===== src/rtl/html_entity_decoder_core_assert.svh =====
// Assertion macros used by the HTML entity decoder front end.
// Each macro expects signals named clk and rst_n in the including module.
`ifndef HTML_ENTITY_DECODER_CORE_ASSERT_SVH
`define HTML_ENTITY_DECODER_CORE_ASSERT_SVH

// Same-cycle implication, checked outside reset.
`define HED_ASSERT_NOW(lbl, ante, cons, msg) \
  lbl: assert property (@(posedge clk) disable iff (!rst_n) (ante) |-> (cons)) \
    else $error(msg);

// Next-cycle implication, checked outside reset.
`define HED_ASSERT_NEXT(lbl, ante, cons, msg) \
  lbl: assert property (@(posedge clk) disable iff (!rst_n) (ante) |=> (cons)) \
    else $error(msg);

`endif


===== src/rtl/hed_pkg.sv =====
// Package for the HTML entity decoder: entity tables, sizes and the command type.
// Used by every module of the decoder; depends on nothing else.
`default_nettype none

package hed_pkg;

  localparam int ENT_COUNT  = 9;
  localparam int HOLD_DEPTH = 6;
  localparam int WIN_DEPTH  = HOLD_DEPTH + 1;
  localparam int QDEPTH     = 2;

  localparam logic [7:0] AMP_CHAR = "&";

  // Entity text, right-aligned; index 0 is in the lowest bits.
  localparam logic [ENT_COUNT-1:0][55:0] ENT_TEXT = {
    "&rsquo;",
    "&times;",
    "&rdquo;",
    "&ldquo;",
    {16'h0, "&#39;"},
    {24'h0, "&lt;"},
    {8'h0,  "&quot;"},
    {16'h0, "&amp;"},
    {24'h0, "&gt;"}
  };

  localparam logic [ENT_COUNT-1:0][2:0] ENT_LEN = {
    3'd7, 3'd7, 3'd7, 3'd7, 3'd5, 3'd4, 3'd6, 3'd5, 3'd4
  };

  localparam logic [ENT_COUNT-1:0][7:0] ENT_REPL = {
    "'", "*", "\"", "\"", "'", "<", "\"", "&", ">"
  };

  typedef struct packed {
    logic [WIN_DEPTH-1:0][7:0] bytes;
    logic [2:0]                cnt;
    logic                      last;
  } hed_cmd_t;

  function automatic logic [7:0] ent_char(input logic [55:0] text,
                                          input logic [2:0]  len,
                                          input logic [2:0]  pos);
    logic [2:0] idx;
    idx = len - 3'd1 - pos;
    return text[{idx, 3'b000} +: 8];
  endfunction

endpackage

`default_nettype wire


===== src/rtl/hed_front.sv =====
// Front end of the HTML entity decoder: accepts bytes, tracks the entity prefix
// and issues emit commands. Depends on hed_pkg and the assertion macro header.
`default_nettype none
`include "html_entity_decoder_core_assert.svh"

module hed_front (
  input  wire logic              clk,
  input  wire logic              rst_n,
  input  wire logic              in_tvalid,
  output logic                   in_tready,
  input  wire logic [7:0]        in_tdata,
  input  wire logic              in_tlast,
  input  wire logic              q_full,
  output logic                   q_push,
  output hed_pkg::hed_cmd_t      q_cmd
);

  logic [2:0]                           held_r, held_nxt;
  logic [hed_pkg::ENT_COUNT-1:0]        alive_r, alive_nxt;
  logic [hed_pkg::HOLD_DEPTH-1:0][7:0]  pend_r;
  logic [hed_pkg::ENT_COUNT-1:0]        match;
  logic [hed_pkg::ENT_COUNT-1:0]        full;
  logic [7:0]                           rep;
  logic [2:0]                           n;
  logic                                 in_fire;
  logic                                 is_amp;
  logic                                 pend_wr;
  logic [2:0]                           pend_idx;

  assign in_tready = !q_full;
  assign in_fire   = in_tvalid && in_tready;
  assign n         = held_r + 3'd1;
  assign is_amp    = (in_tdata == hed_pkg::AMP_CHAR);

  always_comb begin
    rep = 8'h00;
    for (int e = 0; e < hed_pkg::ENT_COUNT; e++) begin
      match[e] = alive_r[e] && (held_r < hed_pkg::ENT_LEN[e]) &&
                 (hed_pkg::ent_char(hed_pkg::ENT_TEXT[e], hed_pkg::ENT_LEN[e], held_r)
                  == in_tdata);
      full[e]  = match[e] && (n == hed_pkg::ENT_LEN[e]);
      if (full[e]) begin
        rep = hed_pkg::ENT_REPL[e];
      end
    end
  end

  always_comb begin
    for (int i = 0; i < hed_pkg::HOLD_DEPTH; i++) begin
      q_cmd.bytes[i] = (held_r == 3'(i)) ? in_tdata : pend_r[i];
    end
    q_cmd.bytes[hed_pkg::WIN_DEPTH-1] = in_tdata;
    q_cmd.cnt  = 3'd0;
    q_cmd.last = in_tlast;
    held_nxt   = held_r;
    alive_nxt  = alive_r;
    pend_wr    = 1'b0;
    pend_idx   = 3'd0;
    if (held_r == 3'd0) begin
      if (is_amp && !in_tlast) begin
        held_nxt  = 3'd1;
        alive_nxt = '1;
        pend_wr   = 1'b1;
      end else begin
        q_cmd.cnt = 3'd1;
      end
    end else if (|full) begin
      q_cmd.bytes[0] = rep;
      q_cmd.cnt      = 3'd1;
      held_nxt       = 3'd0;
    end else if (|match) begin
      if (in_tlast) begin
        q_cmd.cnt = n;
        held_nxt  = 3'd0;
      end else begin
        held_nxt  = n;
        alive_nxt = match;
        pend_wr   = 1'b1;
        pend_idx  = held_r;
      end
    end else if (is_amp && !in_tlast) begin
      q_cmd.cnt = held_r;
      held_nxt  = 3'd1;
      alive_nxt = '1;
      pend_wr   = 1'b1;
    end else begin
      q_cmd.cnt = n;
      held_nxt  = 3'd0;
    end
  end

  assign q_push = in_fire && (q_cmd.cnt != 3'd0);

  always_ff @(posedge clk) begin
    if (!rst_n) begin
      held_r  <= 3'd0;
      alive_r <= '0;
    end else if (in_fire) begin
      held_r  <= held_nxt;
      alive_r <= alive_nxt;
    end
  end

  always_ff @(posedge clk) begin
    if (in_fire && pend_wr) begin
      pend_r[pend_idx] <= in_tdata;
    end
  end

  `HED_ASSERT_NOW(a_held_bound, 1'b1, held_r <= 3'(hed_pkg::HOLD_DEPTH),
                  "held byte count exceeds hold depth")
  `HED_ASSERT_NOW(a_held_amp, held_r != 3'd0, pend_r[0] == hed_pkg::AMP_CHAR,
                  "held run does not start with an ampersand")
  `HED_ASSERT_NOW(a_held_alive, held_r != 3'd0, alive_r != '0,
                  "held run matches no entity")
  `HED_ASSERT_NEXT(a_last_clears, in_fire && in_tlast, held_r == 3'd0,
                   "bytes still held after the last item")

endmodule

`default_nettype wire


===== src/rtl/hed_queue.sv =====
// Two-entry command queue between the front and back ends of the decoder.
// Depends on hed_pkg for the command type and depth.
`default_nettype none

module hed_queue (
  input  wire logic              clk,
  input  wire logic              rst_n,
  input  wire logic              push,
  input  wire hed_pkg::hed_cmd_t push_cmd,
  input  wire logic              pop,
  output logic                   full,
  output logic                   not_empty,
  output hed_pkg::hed_cmd_t      head
);

  localparam int PTR_W = $clog2(hed_pkg::QDEPTH);
  localparam int CNT_W = $clog2(hed_pkg::QDEPTH + 1);

  hed_pkg::hed_cmd_t  mem_r [hed_pkg::QDEPTH];
  logic [PTR_W-1:0]   wr_ptr_r;
  logic [PTR_W-1:0]   rd_ptr_r;
  logic [CNT_W-1:0]   cnt_r;
  logic               do_push;
  logic               do_pop;

  assign full      = (cnt_r == CNT_W'(hed_pkg::QDEPTH));
  assign not_empty = (cnt_r != '0);
  assign head      = mem_r[rd_ptr_r];
  assign do_push   = push && !full;
  assign do_pop    = pop && not_empty;

  always_ff @(posedge clk) begin
    if (!rst_n) begin
      wr_ptr_r <= '0;
      rd_ptr_r <= '0;
      cnt_r    <= '0;
    end else begin
      if (do_push) begin
        wr_ptr_r <= wr_ptr_r + PTR_W'(1);
      end
      if (do_pop) begin
        rd_ptr_r <= rd_ptr_r + PTR_W'(1);
      end
      if (do_push && !do_pop) begin
        cnt_r <= cnt_r + CNT_W'(1);
      end else if (do_pop && !do_push) begin
        cnt_r <= cnt_r - CNT_W'(1);
      end
    end
  end

  always_ff @(posedge clk) begin
    if (do_push) begin
      mem_r[wr_ptr_r] <= push_cmd;
    end
  end

endmodule

`default_nettype wire


===== src/rtl/hed_back.sv =====
// Back end of the HTML entity decoder: plays out queued commands one byte per
// cycle, while the output is accepted, into the output register. Depends on hed_pkg.
`default_nettype none

module hed_back (
  input  wire logic              clk,
  input  wire logic              rst_n,
  input  wire logic              q_valid,
  input  wire hed_pkg::hed_cmd_t q_head,
  output logic                   q_pop,
  output logic                   out_tvalid,
  input  wire logic              out_tready,
  output logic [7:0]             out_tdata,
  output logic                   out_tlast
);

  logic [2:0] idx_r, idx_nxt;
  logic       out_valid_r, out_valid_nxt;
  logic [7:0] out_byte_r;
  logic       out_last_r;
  logic       advance;
  logic       load;
  logic       at_end;

  assign advance = !out_valid_r || out_tready;
  assign load    = advance && q_valid;
  assign at_end  = (idx_r == (q_head.cnt - 3'd1));
  assign q_pop   = load && at_end;

  always_comb begin
    idx_nxt       = idx_r;
    out_valid_nxt = out_valid_r;
    if (advance) begin
      out_valid_nxt = q_valid;
    end
    if (load) begin
      idx_nxt = at_end ? 3'd0 : idx_r + 3'd1;
    end
  end

  always_ff @(posedge clk) begin
    if (!rst_n) begin
      idx_r       <= 3'd0;
      out_valid_r <= 1'b0;
    end else begin
      idx_r       <= idx_nxt;
      out_valid_r <= out_valid_nxt;
    end
  end

  always_ff @(posedge clk) begin
    if (load) begin
      out_byte_r <= q_head.bytes[idx_r];
      out_last_r <= q_head.last && at_end;
    end
  end

  assign out_tvalid = out_valid_r;
  assign out_tdata  = out_byte_r;
  assign out_tlast  = out_last_r;

endmodule

`default_nettype wire


===== src/rtl/html_entity_decoder_core.sv =====
// Top level of the HTML entity decoder: front end, command queue and back end.
// Depends on hed_pkg, hed_front, hed_queue and hed_back.
//
// The decoder takes one text byte per cycle while the queue is not full, and
// produces one decoded byte per cycle while the output is accepted. A byte
// that passes through or completes an entity yields one result; a byte that
// breaks a partial entity, or the last byte of a stream, yields the held bytes
// as well, up to seven results, played out one by one. A two-command queue
// sits between front and back, so input stalls only once the back end falls
// two commands behind; each result passes the queue and the output register.
`default_nettype none

module html_entity_decoder_core (
  input  wire logic       clk,
  input  wire logic       rst_n,
  input  wire logic       in_tvalid,
  output logic            in_tready,
  input  wire logic [7:0] in_tdata,   // [7:0] in_byte
  input  wire logic       in_tlast,
  output logic            out_tvalid,
  input  wire logic       out_tready,
  output logic [7:0]      out_tdata,  // [7:0] out_byte
  output logic            out_tlast
);

  hed_pkg::hed_cmd_t push_cmd;
  hed_pkg::hed_cmd_t head;
  logic              push;
  logic              pop;
  logic              q_full;
  logic              q_valid;

  hed_front u_front (
    .clk       (clk),
    .rst_n     (rst_n),
    .in_tvalid (in_tvalid),
    .in_tready (in_tready),
    .in_tdata  (in_tdata),
    .in_tlast  (in_tlast),
    .q_full    (q_full),
    .q_push    (push),
    .q_cmd     (push_cmd)
  );

  hed_queue u_queue (
    .clk       (clk),
    .rst_n     (rst_n),
    .push      (push),
    .push_cmd  (push_cmd),
    .pop       (pop),
    .full      (q_full),
    .not_empty (q_valid),
    .head      (head)
  );

  hed_back u_back (
    .clk        (clk),
    .rst_n      (rst_n),
    .q_valid    (q_valid),
    .q_head     (head),
    .q_pop      (pop),
    .out_tvalid (out_tvalid),
    .out_tready (out_tready),
    .out_tdata  (out_tdata),
    .out_tlast  (out_tlast)
  );

endmodule

`default_nettype wire

===== config.mk =====
export PLATFORM = sky130hd
export DESIGN_NAME = html_entity_decoder_core
export DESIGN_NICKNAME = d
export VERILOG_FILES = /design/src/rtl/hed_pkg.sv /design/src/rtl/hed_front.sv /design/src/rtl/hed_queue.sv /design/src/rtl/hed_back.sv /design/src/rtl/html_entity_decoder_core.sv
export VERILOG_INCLUDE_DIRS = /design/src /design/src/rtl
export SDC_FILE = /design/constraint.sdc
export NUM_CORES = 1
export LEC_CHECK = 0
export BUFFER_PORTS_ARGS = -buffer_cell sky130_fd_sc_hd__buf_2
export CORE_UTILIZATION = 50
export CTS_CLUSTER_DIAMETER = 200
export DETAILED_ROUTE_END_ITERATION = 8
export PLACE_DENSITY = 0.66
export SYNTH_ARGS = -nofsm -noshare
export SYNTH_HDL_FRONTEND = slang
export SYNTH_HIERARCHICAL = 1
export SYNTH_SLANG_ARGS = --single-unit

===== constraint.sdc =====
create_clock -name clk -period 7.51 [get_ports clk]
set_input_delay 1.502 -clock clk [delete_from_list [all_inputs] [get_ports clk]]
set_output_delay 1.502 -clock clk [all_outputs]
set_load 0.03 [all_outputs]

==> metrics.yaml, run 1 <==
status: "completed"
cts_hold_buf: 0
fp.coreArea_um2: 19720
die-width_um: 144.9
grt_pass1_vias: 6745
io_buffers: 23
min_period_ps: 6082
fin_util_pct: 56.03
layout-drive-gt1-share_pct: 24.16
grt_use_met1_pct: 30.21
vias: 6631
dp.cells: 1040
track_usage_pct: 23.79
dp_hpwl_um: 15450
grtUsageMet2_pct: 40.70
crit_arrival_ps: 6130
yosysWarnings: 6
max_stage_delay_ps: 810
setup_violations: 0
worstPathMaxFanout: 61
skew_ps: 11.68
fmax_ghz: 0.1644
cp-end-kind: "flip-flop"
cts_resized: 0
ios: 24
initial_core_util_pct: 51.81
die_area_um2: 21010
first_iter_violations: 587
drcViolationCount: 0
syn2layout_area_growth_pct: 8.132
routed_wl_um: 24340
synth_seq_cells: 198
grt.busiest_layer: "met2"
cts_tree: "yes"
clock-root-buffer: "clkbuf_16"
crit_chain: "buf_4 -> inv_1 -> ha_1 -> nor2b_1 -> or3_1 -> a21o_1 -> or4_1 -> and4_4 -> o21ai_1 -> o21ai_0 -> a31oi_1 -> inv_1 -> nor3_4 -> buf_4"
drt-vias-per-instance: 6.186
start_kind: "flip-flop"
ant_nets: 0
grt_pass1_wl_um: 38180
cts_buffer_depth: 2
min_period_over_period_pct: 80.98
first_pass_iters: 5
max-cap-violations: 0
relSlewSlack_pct: 20.99
hold_path_class: "flip-flop to flip-flop"
synth_edf_count: 177
hold_viol: 0
worstPathRequired_ps: 7560
antenna_found_initial: 0
cp_top_family: "simple AND/OR/NAND/NOR gates"
slew_violations: 0
worst_path_max_delay_cell: "o21ai_1"
clk_transition_reported_paths_ps: 70
antennaDiodeCount: 0
cts_setup_buffers: 0
nets: 828
p_per_area_nw_per_um2: 275.5
yosysUniqueCellTypes: 76
hold_ws_ps: 476.0
cts.sinks: 198
rsz0062_at_grt: "false"
clk_latency_ps: 430
netlist_instances: 798
max_slew.worst_pin.slew_ps: 1185
syn_avg_cell_area_um2: 12.80
placed_cell_area_um2: 10450
peakVddDrop_mv: 0.1443
synthArstFlopShare_pct: 0
numCtsBuffers: 17
yosysSeqAreaShare_pct: 56.14
critPathKind: "flip-flop to flip-flop"
die_h_um: 144.9
path_buf_inv: 4
routabilityCongestion: 0.9329
grt_max_degree: 62
stdcell_area_um2: 11050
syn-num-nets: 832
grt-ovfl-total: 0
cts_max_level: 4
routedWlPerCell_um: 22.71
final_cells: 1072
syn_area_um2: 10220
num_rows: 51
cellLeakagePower_uw: 0.003598
layout_common_cells: "177 x edfxtp_1, 95 x mux2_2, 47 x nand2_1, 35 x nor2_1, 29 x a21oi_1"
tns_ps: 0
gr-usage-met3_pct: 4.119
final_common_cell: "edfxtp_1"
synth_ff_type: "edfxtp_1"
## path summary, 6_finish.rpt
path / from / endpoint / slack (ps) / cells past startpoint
setup / recovery: u_front/held_r[1]$_SDFFE_PN0P_ / u_queue/mem_r[0][15]$_DFFE_PP_ / 1430 / 14
hold / removal: u_front/alive_r[5]$_SDFFE_PN0P_ / u_front/alive_r[5]$_SDFFE_PN0P_ / 480 / 2
setup reg to reg: u_front/held_r[1]$_SDFFE_PN0P_ / u_queue/mem_r[0][15]$_DFFE_PP_ / 1430 / 14
hold reg to reg: u_front/alive_r[5]$_SDFFE_PN0P_ / u_front/alive_r[5]$_SDFFE_PN0P_ / 480 / 2
## synthesized netlist by cell type, types with 5 or more instances
| cell type | instances | area (µm²) |
|---|---|---|
| nor2b_1 | 9 | 56.30 |
| nand3_1 | 11 | 55.05 |
| nand2_1 | 47 | 176.4 |
| nor4_1 | 9 | 56.30 |
| dfxtp_1 | 21 | 420.4 |
| nand2b_1 | 15 | 93.84 |
| or4_1 | 5 | 37.54 |
| inv_1 | 23 | 86.33 |
| buf_6 | 7 | 78.83 |
| a31oi_1 | 9 | 56.30 |
| a211oi_1 | 7 | 52.55 |
| xor2_1 | 10 | 87.58 |
| nor3_1 | 7 | 35.03 |
| mux4_2 | 8 | 180.2 |
| o21ai_0 | 27 | 135.1 |
| ha_1 | 21 | 262.8 |
| o21ai_1 | 10 | 50.05 |
| o211ai_1 | 6 | 45.04 |
| buf_2 | 27 | 135.1 |
| o22ai_1 | 8 | 50.05 |
| a21oi_1 | 29 | 145.1 |
| buf_4 | 10 | 75.07 |
| mux2_2 | 95 | 1070 |
| and3_1 | 7 | 43.79 |
| a2111oi_0 | 5 | 43.79 |
| clkbuf_1 | 10 | 37.54 |
| nand4_1 | 7 | 43.79 |
| nor2_1 | 35 | 131.4 |
| or3_1 | 10 | 62.56 |
| a221oi_1 | 9 | 78.83 |
| xnor2_1 | 20 | 175.2 |
| edfxtp_1 | 177 | 5315 |
| mux2i_1 | 14 | 140.1 |
## cell type report
class | count | area, µm²
repair buffers | 35 | 205.2
flip-flops and latches | 198 | 5737
fillers | 1592 | 8671
clock inverters | 15 | 176.4
well taps | 265 | 331.6
multi-input cells | 514 | 4066
inverters | 28 | 105.1
clock buffers | 17 | 425.4
## layer usage
layer | part of all wire, % | wire [µm] | vias to the layer above
met5 | 0 | 0 | -
met4 | 2.0 | 494 | 0
met3 | 5.1 | 1239 | 43
met2 | 51 | 12420 | 245
met1 | 42 | 10190 | 3314
li1 | - | - | 3029
## per-stage QoR
step	power, µW	setup WS (ps)
3_3_place_gp	2159	1531
3_5_place_dp	2185	1433
5_1_grt	3174	1104
6_report	3043	1428
2_1_floorplan	1994	903.2
4_1_cts	3072	1478
## sequential cells by signal, indices dropped and copies added, names as in the netlist, 2 cells and up, named ones only
signal and flops:
u_queue/mem_r 120, u_front/pend_r 48, u_front/alive_r 9, u_back/out_tdata 8, u_back/idx_r 3, u_front/held_r 3
u_queue/cnt_r 2
## kinds of logic after synthesis
group	count (synthesis)	synth area share, %
multiplexers	117	13.61
flip-flops	198	56.14
adder cells (fa/ha/maj)	21	2.572
XOR/XNOR	33	3.050
AO/OA/AOI/OAI	151	9.945
buffers and inverters	86	4.372
AND/OR/NAND/NOR	192	10.31
## power by group
part | internal, µW | total [µW] | switching, µW
sequential | 1400 | 1440 | 39.0
combinational | 262 | 712 | 450
clock | 450 | 893 | 443
total | 2110 | 3040 | 932
## tightest hold or removal path: cells and delay by family, from the launching register on
kind                   cells  cell delay [ps]
AO/OA/AOI/OAI              1               60
flip-flops                 1              310
buffers and inverters      1               50
(Power assumes the default switching activity.)
==> run 2, diff against run 1 <==
PLACE_DENSITY = 0.69   (was 0.66)
clock period = 5.05 ns   (was 7.51 ns; I/O delays follow)
==> run 2 against run 1 <==
Net effect: non-clock buffer count rose by 16; sequential power is 49% higher; register-to-register slack got worse by 1100 ps; die area unchanged; cell area increased by 2.1%; utilization grew 1.2 points; wire length increased by 2.0%; sequential cell count did not move; critical endpoint is now u_queue/cnt_r[1]$_SDFFE_PN0P_.
==> metrics.yaml, run 2 (synthesis gave the netlist of run 1 again) <==
min_period_over_period_pct: 93.56
cts_tree: "yes"
start_kind: "flip-flop"
fillCellCount: 1550
antennaDiodeCount: 0
drt-vias-per-instance: 6.228
cts_setup_buffers: 0
skew_ps: 13.31
cellLeakagePower_uw: 0.003709
largest_reg_flops: 120
cp-end-kind: "flip-flop"
vias: 6776
stdcell_area_um2: 11280
hold_depth: 2
cts_max_level: 4
syn2layout_area_growth_pct: 10.42
dp.cells: 1056
antenna_found_initial: 1
multi_input_area_um2: 4090
relSlewSlack_pct: 22.14
die_h_um: 144.9
status: "completed"
dp_hpwl_um: 16290
fp.coreArea_um2: 19720
grt_pass1_vias: 6898
die_area_um2: 21010
rsz0062_at_grt: "false"
routed_wl_um: 24820
worstPathRequired_ps: 5410
drcViolationCount: 0
reg2reg_from: "u_front/held_r[1]$_SDFFE_PN0P_"
critPathKind: "flip-flop to flip-flop"
first_pass_iters: 6
clk_transition_reported_paths_ps: 80
peakVddDrop_mv: 0.2162
grt_pass1_wl_um: 39260
register_area_um2: 5748
fmax_ghz: 0.2116
first_iter_violations: 801
min_from: "u_front/alive_r[0]$_SDFFE_PN0P_"
hold_path_class: "flip-flop to flip-flop"
cts_resized: 0
placed_cell_area_um2: 10670
tns_ps: 0
cts_buffer_depth: 2
clk_latency_ps: 440
final_cells: 1088
num_rows: 51
routedWlPerCell_um: 22.81
nets: 844
initial_core_util_pct: 51.81
routabilityCongestion: 0.9748
track_usage_pct: 24.61
final_common_cell: "edfxtp_1"
setup_violations: 0
layout_common_cells: "177 x edfxtp_1, 95 x mux2_2, 47 x nand2_1, 35 x nor2_1, 29 x a21oi_1"
ant_nets: 0
fin_util_pct: 57.21
clock-root-buffer: "clkbuf_16"
largestRegisters: "u_queue/mem_r x120, u_front/pend_r x48, u_front/alive_r x9"
hold_viol: 0
p_per_area_nw_per_um2: 409.2
grt-ovfl-total: 0
cts.sinks: 198
ff2ff_path_depth: 17
numCtsBuffers: 17
slew_violations: 0
top_register: "u_queue/mem_r"
crit_start: "u_front/held_r[1]$_SDFFE_PN0P_"
crit_arrival_ps: 5090
min_period_ps: 4725
die-width_um: 144.9
io_buffers: 23
max_slew.worst_pin.slew_ps: 1138
cts_hold_buf: 0
worstPathMaxFanout: 12
max-cap-violations: 0
layout-drive-gt1-share_pct: 26.37
grt_max_degree: 61
ios: 24
[run 2: cell types whose count changed in the layout (fill, tap and decap cells not counted), moves of 2 or more]
cell	before	now
ha_4	0	2
ha_1	21	19
dfxtp_4	0	3
buf_12	0	5
bufinv_16	0	2
dfxtp_1	20	17
buf_4	12	23
clkinv_8	5	2
[run 2: layout make-up]
cell class | count | area share, %
clock buffer | 17 | 3.771
clock inverter | 15 | 1.653
inverter | 28 | 0.9871
multi-input combinational | 514 | 36.26
sequential | 198 | 50.95
tap | 265 | 2.939
timing repair buffer | 51 | 3.438
[run 2: routing by layer]
metal	GRT usage, %	share of wire [%]	wire length [µm]	up-vias
li1	-	-	-	3060
met1	31.77	42	10520	3393
met2	40.53	48	11990	258
met3	5.000	5.7	1415	63
met4	9.894	3.5	878	2
met5	0	0.069	17	-
[run 2: final timing paths]
check | slack (ps) | end
worst min register to register | 480 | u_front/alive_r[0]$_SDFFE_PN0P_
worst min-delay path | 480 | u_front/alive_r[0]$_SDFFE_PN0P_
worst max-delay path | 330 | u_queue/cnt_r[1]$_SDFFE_PN0P_
worst max register to register | 330 | u_queue/cnt_r[1]$_SDFFE_PN0P_
[run 2: report_power, final]
| group | switching (µW) | internal (µW) | total [µW] |
|---|---|---|---|
| Sequential | 65.2 | 2070 | 2140 |
| Clock | 634 | 752 | 1390 |
| Combinational | 670 | 421 | 1090 |
[run 2: critical path, stage by stage (launching register included)]
cell        delay (ps)
dfxtp_4            400
clkinvlp_4         230
ha_1               260
inv_1               60
ha_1               350
nor2b_1            210
xnor2_1            160
or4_1              580
or2_2              380
and4_1             290
a21o_1             330
o311ai_0           140
a31oi_1            180
inv_1              160
nor2_1              70
ha_1               330
or3_1              350
a21boi_1           150
[run 2: per-stage QoR]
step | setup slack [ps] | power [µW] | hold WS (ps)
2_1_floorplan | -46.40 | 2962 | 443.4
3_3_place_gp | 302.3 | 3249 | 465.7
3_5_place_dp | 299.0 | 3276 | 474.8
4_1_cts | 387.1 | 4649 | 488.4
5_1_grt | 10.54 | 4808 | 514.9
6_report | 325.0 | 4617 | 482.7
